File: src/i2a_pkg.sv
package i2a_pkg;

   // sequencer states
   typedef enum logic [2:0] {
      ST_IDLE,
      ST_ZERO,
      ST_STRIP,
      ST_PREFIX,
      ST_SIGN,
      ST_DABBLE,
      ST_DSTRIP,
      ST_EMIT
   } state_type;

   // conversion modes
   typedef enum logic [1:0] {
      MODE_BIN,
      MODE_HEX,
      MODE_DEC
   } mode_type;

   // radix codes
   localparam logic [7:0] RADIX_BIN = 8'd2;
   localparam logic [7:0] RADIX_HEX = 8'd16;

   // characters
   localparam logic [7:0] CHAR_ZERO  = 8'h30;
   localparam logic [7:0] CHAR_ONE   = 8'h31;
   localparam logic [7:0] CHAR_MINUS = 8'h2D;
   localparam logic [7:0] CHAR_ALPHA = 8'h41;

   // widths and counts
   localparam int VALUE_W    = 64;
   localparam int DIGITS     = 20;
   localparam int BCD_W      = 4 * DIGITS;
   localparam int CNT_W      = 7;
   localparam logic [CNT_W-1:0] BIN_UNITS  = 7'd64;
   localparam logic [CNT_W-1:0] HEX_UNITS  = 7'd16;
   localparam logic [CNT_W-1:0] DEC_SHIFTS = 7'd64;
   localparam logic [CNT_W-1:0] DEC_DIGITS = 7'd20;

   // control from the sequencer to the BCD register
   typedef struct packed {
      logic clear;
      logic dabble;
      logic bit_in;
      logic digit_shift;
   } bcd_ctrl_type;

   // upper-case hex digit
   function automatic logic [7:0] hex_char(input logic [3:0] nib);
      logic [7:0] c;
      if (nib < 4'd10) begin
         c = CHAR_ZERO + {4'b0000, nib};
      end else begin
         c = CHAR_ALPHA + {4'b0000, nib} - 8'd10;
      end
      return c;
   endfunction

endpackage

File: src/i2a_bcd.sv
// BCD register: shift-and-add-3 conversion one bit per cycle, then
// digit read-out from the top, one digit per shift.
module i2a_bcd (
   input  logic                   clock,
   input  i2a_pkg::bcd_ctrl_type  ctrl,
   output logic [3:0]             top_digit
);

   logic [i2a_pkg::BCD_W-1:0] bcd_ff;
   logic [i2a_pkg::BCD_W-1:0] bcd_in;
   logic [i2a_pkg::BCD_W-1:0] adj;

   // add 3 to every digit of 5 or more before the doubling shift
   always_comb begin
      for (int i = 0; i < i2a_pkg::DIGITS; i++) begin
         if (bcd_ff[4*i +: 4] >= 4'd5) begin
            adj[4*i +: 4] = bcd_ff[4*i +: 4] + 4'd3;
         end else begin
            adj[4*i +: 4] = bcd_ff[4*i +: 4];
         end
      end
   end

   // next register value
   always_comb begin
      bcd_in = bcd_ff;
      if (ctrl.clear) begin
         bcd_in = '0;
      end else if (ctrl.dabble) begin
         bcd_in = {adj[i2a_pkg::BCD_W-2:0], ctrl.bit_in};
      end else if (ctrl.digit_shift) begin
         bcd_in = {bcd_ff[i2a_pkg::BCD_W-5:0], 4'b0000};
      end
   end

   always_ff @(posedge clock) begin
      bcd_ff <= bcd_in;
   end

   assign top_digit = bcd_ff[i2a_pkg::BCD_W-1 -: 4];

endmodule

File: src/int64_to_ascii_radix_unit.sv
// Converts a signed 64-bit word to ASCII text, one character per output word,
// most significant first, with rsp_last_char on the final one. Radix 2 gives
// binary, 16 upper-case hex, anything else signed decimal; zero is always "0".
// One value is handled at a time and req_ready is high only while idle.
// Binary and hex walk a 64-bit shift register: a strip state drops one
// leading zero bit (binary) or byte (hex) per cycle until the first kept
// one is seen, then a prefix state sends a single '0' if binary bits were
// stripped, or "00" if hex bytes were stripped and the first kept byte has
// its top bit set, then one character per cycle while rsp_ready allows.
// Decimal runs a shift-and-add-3 BCD converter: a sign state sends '-' for
// a negative value, one magnitude bit is shifted in per cycle, then leading
// zero digits are stripped one per cycle and the digits sent one per cycle
// while rsp_ready allows. A character that rsp_ready holds off stalls the
// sequence. The output register lets the last character wait for rsp_ready
// while the next value is taken.
module int64_to_ascii_radix_unit (
   input  logic               clock,
   input  logic               reset,
   input  logic               req_valid,
   output logic               req_ready,
   input  logic signed [63:0] req_value,
   input  logic        [7:0]  req_radix,
   output logic               rsp_valid,
   input  logic               rsp_ready,
   output logic        [7:0]  rsp_out_char,
   output logic               rsp_last_char
);

   i2a_pkg::state_type             state_ff, state_in;
   i2a_pkg::mode_type              mode_ff, mode_in;
   logic [i2a_pkg::VALUE_W-1:0]    shift_ff, shift_in;
   logic [i2a_pkg::CNT_W-1:0]      cnt_ff, cnt_in;
   logic [1:0]                     pre_ff, pre_in;
   logic                           neg_ff, neg_in;
   logic                           rsp_valid_ff, rsp_valid_in;
   logic [7:0]                     rsp_char_ff, rsp_char_in;
   logic                           rsp_last_ff, rsp_last_in;

   logic                           accept;
   logic                           out_free;
   logic                           push_req;
   logic                           push_fire;
   logic [7:0]                     push_char;
   logic                           push_last;
   logic                           strip_more;
   i2a_pkg::bcd_ctrl_type          bcd_ctrl;
   logic [3:0]                     top_digit;

   i2a_bcd u_bcd (
      .clock     (clock),
      .ctrl      (bcd_ctrl),
      .top_digit (top_digit)
   );

   assign req_ready = (state_ff == i2a_pkg::ST_IDLE);
   assign accept    = req_valid && req_ready;
   assign out_free  = !rsp_valid_ff || rsp_ready;
   assign push_fire = push_req && out_free;

   // another leading zero bit (binary) or byte (hex) to drop
   assign strip_more = (mode_ff == i2a_pkg::MODE_BIN) ? !shift_ff[63]
                                                      : (shift_ff[63:56] == 8'h00);

   // next state
   always_comb begin
      state_in = state_ff;
      case (state_ff)
         i2a_pkg::ST_IDLE: begin
            if (accept) begin
               if (req_value == 64'sd0) begin
                  state_in = i2a_pkg::ST_ZERO;
               end else if (req_radix == i2a_pkg::RADIX_BIN ||
                            req_radix == i2a_pkg::RADIX_HEX) begin
                  state_in = i2a_pkg::ST_STRIP;
               end else begin
                  state_in = i2a_pkg::ST_SIGN;
               end
            end
         end
         i2a_pkg::ST_ZERO: begin
            if (push_fire) state_in = i2a_pkg::ST_IDLE;
         end
         i2a_pkg::ST_STRIP: begin
            if (!strip_more) state_in = i2a_pkg::ST_PREFIX;
         end
         i2a_pkg::ST_PREFIX: begin
            if (pre_ff == 2'd0) state_in = i2a_pkg::ST_EMIT;
         end
         i2a_pkg::ST_SIGN: begin
            if (!neg_ff || push_fire) state_in = i2a_pkg::ST_DABBLE;
         end
         i2a_pkg::ST_DABBLE: begin
            if (cnt_ff == 7'd1) state_in = i2a_pkg::ST_DSTRIP;
         end
         i2a_pkg::ST_DSTRIP: begin
            if (top_digit != 4'd0) state_in = i2a_pkg::ST_EMIT;
         end
         i2a_pkg::ST_EMIT: begin
            if (push_fire && cnt_ff == 7'd1) state_in = i2a_pkg::ST_IDLE;
         end
         default: begin
            state_in = i2a_pkg::ST_IDLE;
         end
      endcase
   end

   // datapath and character generation
   always_comb begin
      mode_in   = mode_ff;
      shift_in  = shift_ff;
      cnt_in    = cnt_ff;
      pre_in    = pre_ff;
      neg_in    = neg_ff;
      push_req  = 1'b0;
      push_char = i2a_pkg::CHAR_ZERO;
      push_last = 1'b0;
      bcd_ctrl  = '0;
      case (state_ff)
         i2a_pkg::ST_IDLE: begin
            if (accept) begin
               neg_in   = req_value[63];
               shift_in = req_value;
               if (req_radix == i2a_pkg::RADIX_BIN) begin
                  mode_in = i2a_pkg::MODE_BIN;
                  cnt_in  = i2a_pkg::BIN_UNITS;
               end else if (req_radix == i2a_pkg::RADIX_HEX) begin
                  mode_in = i2a_pkg::MODE_HEX;
                  cnt_in  = i2a_pkg::HEX_UNITS;
               end else begin
                  mode_in = i2a_pkg::MODE_DEC;
                  cnt_in  = i2a_pkg::DEC_SHIFTS;
                  // magnitude; the most negative value maps onto itself
                  if (req_value[63]) shift_in = ~req_value + 64'd1;
               end
            end
         end
         i2a_pkg::ST_ZERO: begin
            push_req  = 1'b1;
            push_last = 1'b1;
         end
         i2a_pkg::ST_STRIP: begin
            if (strip_more) begin
               if (mode_ff == i2a_pkg::MODE_BIN) begin
                  shift_in = {shift_ff[62:0], 1'b0};
                  cnt_in   = cnt_ff - 7'd1;
               end else begin
                  shift_in = {shift_ff[55:0], 8'h00};
                  cnt_in   = cnt_ff - 7'd2;
               end
            end else if (mode_ff == i2a_pkg::MODE_BIN) begin
               pre_in = (cnt_ff != i2a_pkg::BIN_UNITS) ? 2'd1 : 2'd0;
            end else begin
               pre_in = (cnt_ff != i2a_pkg::HEX_UNITS && shift_ff[63]) ? 2'd2 : 2'd0;
            end
         end
         i2a_pkg::ST_PREFIX: begin
            push_req = (pre_ff != 2'd0);
            if (push_fire) pre_in = pre_ff - 2'd1;
         end
         i2a_pkg::ST_SIGN: begin
            bcd_ctrl.clear = 1'b1;
            push_req       = neg_ff;
            push_char      = i2a_pkg::CHAR_MINUS;
         end
         i2a_pkg::ST_DABBLE: begin
            bcd_ctrl.dabble = 1'b1;
            bcd_ctrl.bit_in = shift_ff[63];
            shift_in        = {shift_ff[62:0], 1'b0};
            cnt_in          = (cnt_ff == 7'd1) ? i2a_pkg::DEC_DIGITS : cnt_ff - 7'd1;
         end
         i2a_pkg::ST_DSTRIP: begin
            if (top_digit == 4'd0) begin
               bcd_ctrl.digit_shift = 1'b1;
               cnt_in               = cnt_ff - 7'd1;
            end
         end
         i2a_pkg::ST_EMIT: begin
            push_req  = 1'b1;
            push_last = (cnt_ff == 7'd1);
            case (mode_ff)
               i2a_pkg::MODE_BIN: begin
                  push_char = shift_ff[63] ? i2a_pkg::CHAR_ONE : i2a_pkg::CHAR_ZERO;
               end
               i2a_pkg::MODE_HEX: begin
                  push_char = i2a_pkg::hex_char(shift_ff[63:60]);
               end
               default: begin
                  push_char = i2a_pkg::CHAR_ZERO + {4'b0000, top_digit};
               end
            endcase
            if (push_fire) begin
               cnt_in = cnt_ff - 7'd1;
               case (mode_ff)
                  i2a_pkg::MODE_BIN: shift_in = {shift_ff[62:0], 1'b0};
                  i2a_pkg::MODE_HEX: shift_in = {shift_ff[59:0], 4'h0};
                  default:           bcd_ctrl.digit_shift = 1'b1;
               endcase
            end
         end
         default: begin
            push_req = 1'b0;
         end
      endcase
   end

   // output register
   always_comb begin
      rsp_valid_in = rsp_valid_ff;
      rsp_char_in  = rsp_char_ff;
      rsp_last_in  = rsp_last_ff;
      if (push_fire) begin
         rsp_valid_in = 1'b1;
         rsp_char_in  = push_char;
         rsp_last_in  = push_last;
      end else if (rsp_ready) begin
         rsp_valid_in = 1'b0;
      end
   end

   // control registers
   always_ff @(posedge clock) begin
      if (reset) begin
         state_ff     <= i2a_pkg::ST_IDLE;
         rsp_valid_ff <= 1'b0;
      end else begin
         state_ff     <= state_in;
         rsp_valid_ff <= rsp_valid_in;
      end
   end

   // payload registers
   always_ff @(posedge clock) begin
      mode_ff     <= mode_in;
      shift_ff    <= shift_in;
      cnt_ff      <= cnt_in;
      pre_ff      <= pre_in;
      neg_ff      <= neg_in;
      rsp_char_ff <= rsp_char_in;
      rsp_last_ff <= rsp_last_in;
   end

   assign rsp_valid     = rsp_valid_ff;
   assign rsp_out_char  = rsp_char_ff;
   assign rsp_last_char = rsp_last_ff;

endmodule

File: config.mk
export PLATFORM = sky130hd
export DESIGN_NAME = int64_to_ascii_radix_unit
export DESIGN_NICKNAME = d
export VERILOG_FILES = /design/src/i2a_pkg.sv /design/src/i2a_bcd.sv /design/src/int64_to_ascii_radix_unit.sv
export SDC_FILE = /design/constraint.sdc
export NUM_CORES = 1
export LEC_CHECK = 0
export BUFFER_PORTS_ARGS = -buffer_cell sky130_fd_sc_hd__buf_4
export CAP_MARGIN = 20
export CELL_PAD_IN_SITES_DETAIL_PLACEMENT = 0
export CELL_PAD_IN_SITES_GLOBAL_PLACEMENT = 2
export CORE_UTILIZATION = 40
export CTS_CLUSTER_SIZE = 10
export DETAILED_ROUTE_END_ITERATION = 6
export PLACE_DENSITY = 0.83
export SLEW_MARGIN = 20
export SYNTH_ARGS = -nofsm -noshare
export SYNTH_HDL_FRONTEND = slang
export SYNTH_SLANG_ARGS = --single-unit
File: constraint.sdc
create_clock -name clock -period 13.6 [get_ports clock]
set_input_delay 0.68 -clock clock [delete_from_list [all_inputs] [get_ports clock]]
set_output_delay 0.68 -clock clock [all_outputs]
set_load 0.05 [all_outputs]
==> flow_summary.json <==
{
  "outcome": "finished with violations",
  "failed_checks": "DRC",
  "final_setup_vio_count": 0,
  "grt_antenna_before_repair": 0,
  "yosys.cell_types.count": 66,
  "finalHoldWorstSlack_ns": 0.455,
  "ys_top_cells_by_area": "sky130_fd_sc_hd__edfxtp_1 21%, sky130_fd_sc_hd__dfxtp_1 14%, sky130_fd_sc_hd__a21oi_1 7.2%",
  "final_period_minus_worst_setup_slack_ns": 3.42,
  "drt_wl_total_um": 32900,
  "start_util_pct": 40.9,
  "post_synth_most_frequent_cells": "171 x sky130_fd_sc_hd__a21oi_1, 116 x sky130_fd_sc_hd__nand2_1, 103 x sky130_fd_sc_hd__nor2_1",
  "vias_per_cell": 5.95,
  "sequentialPowerShare_pct": 39.5,
  "synth.largest_area_cell": "sky130_fd_sc_hd__edfxtp_1",
  "maxSlewViolCount": 0,
  "vdd.ir_drop.worst_mv": 0.0986,
  "synth-seq-cells": 168,
  "post-place-ws_ns": 9.95,
  "groute.usage.overall_pct": 21.9,
  "switching_component_of_the_power_mw": 1.14,
  "clock_power_share_pct": 19.4,
  "ys_dominant_reg_cell": "sky130_fd_sc_hd__edfxtp_1",
  "pin_count_of_the_biggest_net_entering_global_routing": 98,
  "core.rowCount": 62,
  "port-buffer-count": 85,
  "syn-instance-count": 1418,
  "hold_path.class": "input port to register",
  "power.combinational.fraction_pct": 41.2,
  "hold_violations": 0,
  "synthesized_cell_area_um2": 11800,
  "post_cts_resized": 0,
  "drt_pass1_iterations": 7,
  "grt_pass1_wl_um": 54900,
  "timing.slew.headroom_pct": 29.0,
  "h-tree-depth": 4,
  "share_of_the_clock_period_used_by_the_worst_path_after_layout_pct": 25.1,
  "rsz0062_at_grt": "false",
  "antenna_left": 0,
  "wl_met3_um": 1400,
  "drt_iter0_drc": 832,
  "synth-warning-count": 0,
  "dp.final_hpwl_um": 21700,
  "via_total_after_detailed_routing": 10890,
  "floorplan.die.width_um": 174,
  "async_flop_share_pct": 0,
  "route.detailed.drc": 2,
  "placeableCoreArea_um2": 28900,
  "switching_share_pct": 42.2,
  "timing_worst_slew_pin_value_ns": 1.07,
  "finalSetupTns_ns": 0,
  "post_placement_cell_area_um2": 12700,
  "grt-ovfl-total": 0,
  "numCtsBuffers": 17,
  "cts_buffer_depth": 2,
  "hold_buffers": 0,
  "insertedDiodeCount": 0,
  "ys_seq_area_share_pct": 35.5,
  "power.leakage_nw": 4.64,
  "vias_in_the_first_global_route": 10488,
  "internal_power_mw": 1.56,
  "routedLengthMet1_um": 15600,
  "worst_path_arrival_time_ns": 3.59,
  "syn_to_final_growth_pct": 13.0,
  "gp_congestion": 0.845,
  "timing.critical_path.fanout_max": 97,
  "syn_area_per_cell_um2": 8.35,
  "tritoncts": "built",
  "ios": 87,
  "insertion_delay_ns": 0.43,
  "startpoint_type": "register",
  "powerDensity_nw_per_um2": 202,
  "synth_top_cell_area_share_pct": 21.3,
  "layout-drive-gt1-share_pct": 10.3,
  "fmax_mhz": 293,
  "final_net_count": 1560,
  "worstSetupPathType": "register to register",
  "cts_setup_buffers": 0,
  "synth.net_count": 1544,
  "topRoutingLayerUsed": "met4",
  "fp.dieArea_um2": 30300,
  "synth.most_common_cell": "sky130_fd_sc_hd__a21oi_1",
  "number_of_enable_type_register_cells_in_the_synthesized_netlist": 84,
  "floorplan.die.height_um": 174,
  "clock_tree.root_cell": "sky130_fd_sc_hd__clkbuf_16",
  "crit_path_end_kind": "register",
  "clk_transition_reported_paths_ns": 0.06,
  "detailroute.wirelength.met2_um": 15400,
  "fin_ws_ns": 10.18,
  "skew_ns": 0.00985,
  "wire_per_inst_um": 18.0,
  "drv_cap": 0,
  "design_area_um2": 13400,
  "cp.required_ns": 13.78,
  "clock_sink_count": 168
}
state kept, by name (all words and copies together), names as in the netlist:
| register | count |
|---|---|
| rsp_out_char | 7 |
| neg_ff | 1 |
| pre_ff | 2 |
| cnt_ff | 7 |
| shift_ff | 64 |
| mode_ff | 2 |
| rsp_valid | 1 |
| u_bcd.bcd_ff | 80 |
| rsp_last_char | 1 |
| state_ff | 3 |
critical path, stage by stage, from the launching register on:
cell	delay [ns]
sky130_fd_sc_hd__dfxtp_1	0.94
sky130_fd_sc_hd__nor3b_1	0.81
sky130_fd_sc_hd__nor2_4	0.10
sky130_fd_sc_hd__buf_4	0.41
sky130_fd_sc_hd__a221oi_1	0.49
sky130_fd_sc_hd__a221oi_1	0.13
sky130_fd_sc_hd__nand2_1	0.09
sky130_fd_sc_hd__o2bb2ai_1	0.07
area by class of cell:
cell class / instances / area (um2)
clock buffers: 23 / 473
clock inverters: 8 / 143
fillers: 2884 / 15600
inverters: 68 / 255
multi-input cells: 1080 / 7070
flip-flops and latches: 168 / 4200
well taps: 384 / 480
repair buffers: 99 / 747
logic make-up after synthesis:
kind of cell | count (synthesis) | share of synthesized area, %
adder cells (fa/ha/maj) | 50 | 5.29
other | 1 | 0.0317
multiplexers | 3 | 0.254
AND/OR/NAND/NOR | 422 | 17.7
XOR/XNOR | 80 | 5.92
buffers and inverters | 170 | 5.60
AO/OA/AOI/OAI | 524 | 29.7
flip-flops | 168 | 35.5
metal layers:
metal,track usage [%],vias to the layer above
met4,6.58,0
met1,30.1,5199
met5,0,-
met2,35.4,263
li1,-,5400
met3,3.35,28
power by group through the flow:
stage                     logic (mW)  registers (mW)  clock network, mW
final                           1.11            1.07              0.524
after global placement          1.11            1.07                  0
after detailed placement        1.11            1.07                  0
after floorplan                0.837            1.02                  0
after CTS                       1.12            1.06              0.536
after global routing            1.25            1.10              0.554
metrics by stage:
| stage | total power, mW | instances | util (%) |
|---|---|---|---|
| 2_1_floorplan | 1.86 | 1418 | - |
| 3_3_place_gp | 2.18 | 1798 | 44.1 |
| 3_5_place_dp | 2.18 | 1798 | 44.1 |
| 4_1_cts | 2.71 | 1829 | 46.2 |
| 5_1_grt | 2.90 | 1830 | 46.2 |
| 6_report | 2.70 | 1830 | 46.2 |
final timing paths:
kind | startpoint | endpoint | slack, ns | cells past startpoint
min reg2reg | u_bcd.bcd_ff[79]$_SDFFE_PP0P_ | u_bcd.bcd_ff[79]$_SDFFE_PP0P_ | 0.51 | 2
max reg2reg | state_ff[1]$_SDFFE_PP0P_ | shift_ff[62]$_DFFE_PP_ | 10.18 | 7
max | state_ff[1]$_SDFFE_PP0P_ | shift_ff[62]$_DFFE_PP_ | 10.18 | 7
min | reset | rsp_valid$_SDFFE_PP0P_ | 0.46 | 2
cell usage in the layout, fill, tap and decap left out, types with 5 or more instances in the layout:
| cell type | count |
|---|---|
| sky130_fd_sc_hd__buf_4 | 98 |
| sky130_fd_sc_hd__a32oi_1 | 20 |
| sky130_fd_sc_hd__nor3_1 | 66 |
| sky130_fd_sc_hd__nor2_1 | 98 |
| sky130_fd_sc_hd__nand3_1 | 14 |
| sky130_fd_sc_hd__or3_1 | 15 |
| sky130_fd_sc_hd__edfxtp_1 | 84 |
| sky130_fd_sc_hd__o22ai_1 | 5 |
| sky130_fd_sc_hd__inv_1 | 66 |
| sky130_fd_sc_hd__clkbuf_16 | 18 |
| sky130_fd_sc_hd__dfxtp_1 | 84 |
| sky130_fd_sc_hd__xor2_1 | 20 |
| sky130_fd_sc_hd__o21ai_0 | 88 |
| sky130_fd_sc_hd__nor2_4 | 5 |
| sky130_fd_sc_hd__a311oi_1 | 39 |
| sky130_fd_sc_hd__nand2_1 | 115 |
| sky130_fd_sc_hd__a31oi_1 | 29 |
| sky130_fd_sc_hd__and2_1 | 5 |
| sky130_fd_sc_hd__or4_1 | 6 |
| sky130_fd_sc_hd__xnor2_1 | 60 |
| sky130_fd_sc_hd__o31ai_1 | 10 |
| sky130_fd_sc_hd__nand2b_1 | 46 |
| sky130_fd_sc_hd__a2bb2oi_1 | 18 |
| sky130_fd_sc_hd__a211oi_1 | 58 |
| sky130_fd_sc_hd__a222oi_1 | 11 |
| sky130_fd_sc_hd__nor4_1 | 13 |
| sky130_fd_sc_hd__a221oi_1 | 7 |
| sky130_fd_sc_hd__a221o_1 | 43 |
| sky130_fd_sc_hd__ha_1 | 50 |
| sky130_fd_sc_hd__nor4b_1 | 5 |
| sky130_fd_sc_hd__nand4_1 | 5 |
| sky130_fd_sc_hd__a21oi_1 | 171 |
Note: power is estimated with default switching activity, not from simulation.
